==> config.mk <==
export PLATFORM = sky130hd
export DESIGN_NAME = url_path_decode_check
export DESIGN_NICKNAME = d
export VERILOG_FILES = /design/src/design/upd_pkg.sv /design/src/design/upd_step.sv /design/src/design/url_path_decode_check.sv
export SDC_FILE = /design/constraint.sdc
export NUM_CORES = 1
export LEC_CHECK = 0
export ABC_CLOCK_PERIOD_IN_PS = 5200
export BUFFER_PORTS_ARGS = -buffer_cell sky130_fd_sc_hd__buf_4
export CAP_MARGIN = 20
export CORE_MARGIN = 10
export CORE_UTILIZATION = 30
export DETAILED_ROUTE_END_ITERATION = 8
export PLACE_DENSITY_LB_ADDON = 0.2
export SETUP_SLACK_MARGIN = 0.5
export SYNTH_ARGS = -nofsm -noshare
export SYNTH_HDL_FRONTEND = slang
export SYNTH_SLANG_ARGS = --single-unit
==> constraint.sdc <==
create_clock -name clock -period 5.2 [get_ports clock]
set_input_delay 1.56 -clock clock [delete_from_list [all_inputs] [get_ports clock]]
set_output_delay 1.56 -clock clock [all_outputs]
set_load 0.03 [all_outputs]
==> src/design/upd_pkg.sv <==
// Shared types, character codes and helpers for the URL path decode and check block.
package upd_pkg;

   localparam logic [7:0] CH_PERCENT = 8'h25;
   localparam logic [7:0] CH_PLUS    = 8'h2B;
   localparam logic [7:0] CH_SPACE   = 8'h20;
   localparam logic [7:0] CH_SLASH   = 8'h2F;
   localparam logic [7:0] CH_DOT     = 8'h2E;

   typedef struct packed {
      logic [7:0] uri_byte;
      logic       is_last;
   } req_type;

   typedef struct packed {
      logic [7:0] decoded_byte;
      logic       byte_valid;
      logic       request_done;
      logic       verdict;
   } rsp_type;

   typedef enum logic [2:0] {
      PH_NORMAL = 3'b001,
      PH_HIGH   = 3'b010,
      PH_LOW    = 3'b100
   } phase_type;

   typedef struct packed {
      phase_type  phase;
      logic [3:0] high_nibble;
      logic       prev_was_dot;
      logic       seen_any_byte;
      logic       bad_seen;
   } dec_state_type;

   localparam dec_state_type DEC_STATE_RESET = '{
      phase:         PH_NORMAL,
      high_nibble:   4'h0,
      prev_was_dot:  1'b0,
      seen_any_byte: 1'b0,
      bad_seen:      1'b0
   };

endpackage

==> src/design/upd_step.sv <==
// Next-state and result logic for one URI byte: escape decoding and path checks.
module upd_step
   import upd_pkg::*;
(
   input  dec_state_type state_ff,
   input  req_type       req,
   output dec_state_type state_in,
   output rsp_type       rsp
);

   logic       hex_ok;
   logic [3:0] hex_val;
   logic [7:0] dec;
   logic       valid;
   dec_state_type st;

   always_comb begin
      hex_ok  = 1'b1;
      hex_val = 4'h0;
      if (req.uri_byte >= 8'h30 && req.uri_byte <= 8'h39) begin
         hex_val = req.uri_byte[3:0];
      end else if ((req.uri_byte >= 8'h41 && req.uri_byte <= 8'h46) ||
                   (req.uri_byte >= 8'h61 && req.uri_byte <= 8'h66)) begin
         // 'A'..'F' and 'a'..'f' share their low three bits: 1..6 maps to 10..15.
         hex_val = 4'd9 + {1'b0, req.uri_byte[2:0]};
      end else begin
         hex_ok = 1'b0;
      end
   end

   always_comb begin
      st    = state_ff;
      dec   = 8'h00;
      valid = 1'b0;

      unique case (state_ff.phase)
         PH_HIGH: begin
            if (hex_ok) begin
               st.high_nibble = hex_val;
               st.phase       = PH_LOW;
            end else begin
               st.bad_seen = 1'b1;
               st.phase    = PH_NORMAL;
            end
         end
         PH_LOW: begin
            if (hex_ok) begin
               dec   = {state_ff.high_nibble, hex_val};
               valid = 1'b1;
            end else begin
               st.bad_seen = 1'b1;
            end
            st.phase = PH_NORMAL;
         end
         default: begin
            st.phase = PH_NORMAL;
            if (req.uri_byte == CH_PERCENT) begin
               st.phase = PH_HIGH;
            end else if (req.uri_byte == CH_PLUS) begin
               dec   = CH_SPACE;
               valid = 1'b1;
            end else begin
               dec   = req.uri_byte;
               valid = 1'b1;
            end
         end
      endcase

      if (valid) begin
         if (!state_ff.seen_any_byte && dec != CH_SLASH) begin
            st.bad_seen = 1'b1;
         end
         if (dec == CH_DOT && state_ff.prev_was_dot) begin
            st.bad_seen = 1'b1;
         end
         st.prev_was_dot  = (dec == CH_DOT);
         st.seen_any_byte = 1'b1;
      end

      rsp.decoded_byte = dec;
      rsp.byte_valid   = valid;
      rsp.request_done = req.is_last;
      rsp.verdict      = 1'b0;
      state_in         = st;

      // The last byte closes the request: report and start clean for the next URI.
      if (req.is_last) begin
         rsp.verdict = st.bad_seen || !st.seen_any_byte || (st.phase != PH_NORMAL);
         state_in    = DEC_STATE_RESET;
      end
   end

endmodule

==> src/design/url_path_decode_check.sv <==
// Top level of the URL path decode and check block: handshakes, state and result registers.
//
// Usage:
//   The request channel (req_valid, req_ready, req_data) carries the URI one raw byte
//   per item, with is_last set on the final byte. Every item yields exactly one item
//   on the result channel (rsp_valid, rsp_ready, rsp_data): the decoded byte when
//   byte_valid is set, request_done on the result of the last byte, and there the
//   verdict (0 ok path, 1 bad request).
//   rsp_valid is registered and rises in the cycle after acceptance. Throughput is
//   one byte per cycle; the decode state is updated in the accepting cycle, so the next
//   byte needs nothing more than the result register being free.
//   The result register is the only buffer: req_ready is high whenever it is empty or
//   its item is taken in the same cycle. A stalled receiver holds the result and stops
//   intake after one item.
//   Reset empties the result register and returns the decoder to the start of a URI;
//   the decoder also returns there by itself after each last byte.
module url_path_decode_check
   import upd_pkg::*;
(
   input  logic    clock,
   input  logic    reset,
   input  logic    req_valid,
   output logic    req_ready,
   input  req_type req_data,
   output logic    rsp_valid,
   input  logic    rsp_ready,
   output rsp_type rsp_data
);

   dec_state_type state_ff, state_in;
   rsp_type       rsp_ff, rsp_in;
   logic          rsp_valid_ff;
   logic          accept;

   assign req_ready = !rsp_valid_ff || rsp_ready;
   assign accept    = req_valid && req_ready;

   upd_step u_step (
      .state_ff (state_ff),
      .req      (req_data),
      .state_in (state_in),
      .rsp      (rsp_in)
   );

   always_ff @(posedge clock) begin
      if (reset) begin
         state_ff     <= DEC_STATE_RESET;
         rsp_valid_ff <= 1'b0;
      end else begin
         if (accept) begin
            state_ff <= state_in;
         end
         if (accept) begin
            rsp_valid_ff <= 1'b1;
         end else if (rsp_ready) begin
            rsp_valid_ff <= 1'b0;
         end
      end
   end

   always_ff @(posedge clock) begin
      if (accept) begin
         rsp_ff <= rsp_in;
      end
   end

   assign rsp_valid = rsp_valid_ff;
   assign rsp_data  = rsp_ff;

endmodule

==> impl_results.md <==
- First-pass GRT wire length: 5.51 mm
- Die area: 7460 um^2
- CP Class: primary input to flip-flop
- Unrepaired setup endpoints after global routing: false
- Sequential area share after synthesis: 41.7%
- Setup crit start kind: primary input
- Leakage power: 0.601 nW
- Largest net degree at the start of global routing: 18
- Port bufs: 25
- CTS Hold Buffers Added: 0
- DRT iter0 DRCs: 160
- DIE HEIGHT: 86.4 um
- Worst slew pin tran: 687 ps
- Worst path cell trace: buf_4, inv_1, ha_1, inv_1, o311ai_2, a21oi_2, a22o_1, or4b_4, or4_1, a21oi_1
- Most common cell on crit path: inv_1
- Max Fclk: 0.258 GHz
- Total iterations of the first detailed-routing run: 4
- CTS Root Cell: clkbuf_8
- Post-route insts no fill: 212
- Clock network power share: 38.3%
- Share of cells above drive strength 1: 25.6%
- Max cap viols: 0
- Vias: 1149
- DR WL/cell: 15.3 um
- Top cell type's share of synthesized area: 25.0%
- # resized after CTS: 0
- Clock transition at the registers of the reported paths: 90 ps
- Setup Total Neg Slack: 0 ps
- Post-CTS repair timing setup buffer count: 0
- DRC Markers: 0
- Row count: 24
- Total CTS buffers: 3
- Switching share of total power: 23.5%
- Peak VDD IR: 0.0899 mV
- Max-slew violation count: 0
- Final wirelength: 3.24 mm
- Final core utilization: 37.3%
- Worst Path Required: 5400 ps
- Period Utilization, post-route: 74.4%
- Area growth, synth to finish: 22.0%
- Initial antenna violation count: 0
- Period minus WS final: 3870 ps
- Int Pwr: 0.317 mW
- Yosys reg bits: 22
- Total power: 0.415 mW
- Relative slew slack: 53.8%
- Syn Std Cell Area: 1320 um^2
- # IOs: 26
- Hold Fails Final Rpt: 0
- Cells after synthesis: 135
- CP max stage cell: or4b_4
- Total congestion overflow: 0
- Yosys top cell by area: edfxtp_1
- PwrDens: 257 nW/um^2
- NetSw: 0.0972 mW
- Max Clock Skew: 9.06 ps
- Dpl hpwl: 2.60 mm
- GP Congestion: 0.933
- H-tree levels: 1
- Yosys Warn Count: 0
- Cell variety after synth: 49
- Syn nets: 151
- Vias in the first global route: 1135
- Most frequent cells in the layout: buf_4, nor2_1, o21ai_0, edfxtp_1, dfxtp_1
- Gr usage total: 8.80%
- Crit-path max FO: 5
- Post-route ant nets: 0
- Worst path max stage delay: 560 ps
- Commonest non-fill, non-tap cell in the layout: buf_4
- Main flop type after synthesis: edfxtp_1
- Ant. Diodes: 0
- Final net count: 177
- Sequential share of power: 46.3%
- Clock buffer depth: 2
- Final setup viols: 0
- Share of flip-flops with an asynchronous set or reset: 0%
- Critical path endpoint category: flip-flop
- Initial Utilization: 30.6%
- Worst-skew pair later-pin latency: 260 ps
- Worst Path Arrival: 4070 ps
- Main area contributors after synthesis: edfxtp_1, dfxtp_1, o21ai_0, nor2_1, a21oi_1
- Avg Cell Area, Syn: 9.79 um^2
- Hold crit path type: flip-flop to flip-flop
- Core box area: 4320 um^2
- Status: complete, no violations
- Chip width: 86.4 um
- Fin Hold WS: 478 ps
- Logic pwr share: 15.5%
- # clock sinks: 22
- Detail-routed via count per cell: 5.42
- DP Cell Count: 208
- Number of flops mapped to enable cells by yosys: 11
- CTS tree: built
state kept, by name, summed over array words and instances (netlist names):
register,cells
rsp_data,11
state_ff,10
rsp_valid,1
layout make-up:
class | instances | area, um^2
inverters | 9 | 33.8
multi-input cells | 100 | 703
fillers | 446 | 2710
clock inverters | 1 | 30.0
flip-flops and latches | 22 | 551
clock buffers | 3 | 41.3
repair buffers | 25 | 188
well taps | 52 | 65.1
per-layer routing:
layer	track usage, %	wire, um	share of wire, %	vias up
li1	-	-	-	559
met1	10.4	1430	44	561
met2	15.1	1620	50	25
met3	1.31	131	4.0	4
met4	4.27	62	1.9	0
met5	0	0	0	-
cell usage after synthesis (2+ instances only):
cell,count
dfxtp_1,11
nor3_1,2
a22oi_1,2
nor2_1,14
a211oi_1,4
nand3_1,3
nand2_1,8
o21ai_0,11
a31oi_1,2
edfxtp_1,11
inv_1,9
a21oi_1,9
nand2b_1,4
o211ai_1,2
and3b_1,2
buf_4,3
a22o_1,3
ha_1,3
o21bai_1,2
power groups by stage:
stage	clock network (mW)	logic, mW	registers (mW)
after floorplan	0	0.0289	0.206
after global placement	0	0.0638	0.196
after detailed placement	0	0.0648	0.196
after CTS	0.162	0.0650	0.192
after global routing	0.173	0.0704	0.193
final	0.159	0.0642	0.192
logic make-up (layout without fill, tap and decap cells):
family,after synthesis,count (layout),synth area share [%]
compound gates,49,49,27.8
simple gates,46,46,21.1
flops,22,22,41.7
buf+inv,13,38,5.11
fa+ha+maj,3,3,2.84
xor+xnor,1,1,0.663
mux,1,1,0.758
through the flow:
stage	setup slack (ps)	cell area [um^2]
detailed placement	1050	1540
global route	1140	1610
CTS	1330	1610
global placement	1120	1540
finish	1330	1610
floorplan	1400	1320
worst max-delay path: cells and delay by family:
kind	cells	cell delay (ps)
adder cells (fa/ha/maj)	1	210
AO/OA/AOI/OAI	4	1020
AND/OR/NAND/NOR	2	960
buffers and inverters	3	310
final timing paths:
check                                               from  depth (start not counted)                        to  slack [ps]
worst max register to register  state_ff[7]$_SDFFE_PP1P_                          7  state_ff[2]$_SDFFE_PP0P_        2550
worst max-delay path                         req_data[2]                         10  state_ff[2]$_SDFFE_PP0P_        1330
worst min register to register  state_ff[6]$_SDFFE_PP0P_                          2  state_ff[6]$_SDFFE_PP0P_         480
worst min-delay path            state_ff[6]$_SDFFE_PP0P_                          2  state_ff[6]$_SDFFE_PP0P_         480
Power figures use the tool's default switching activity.
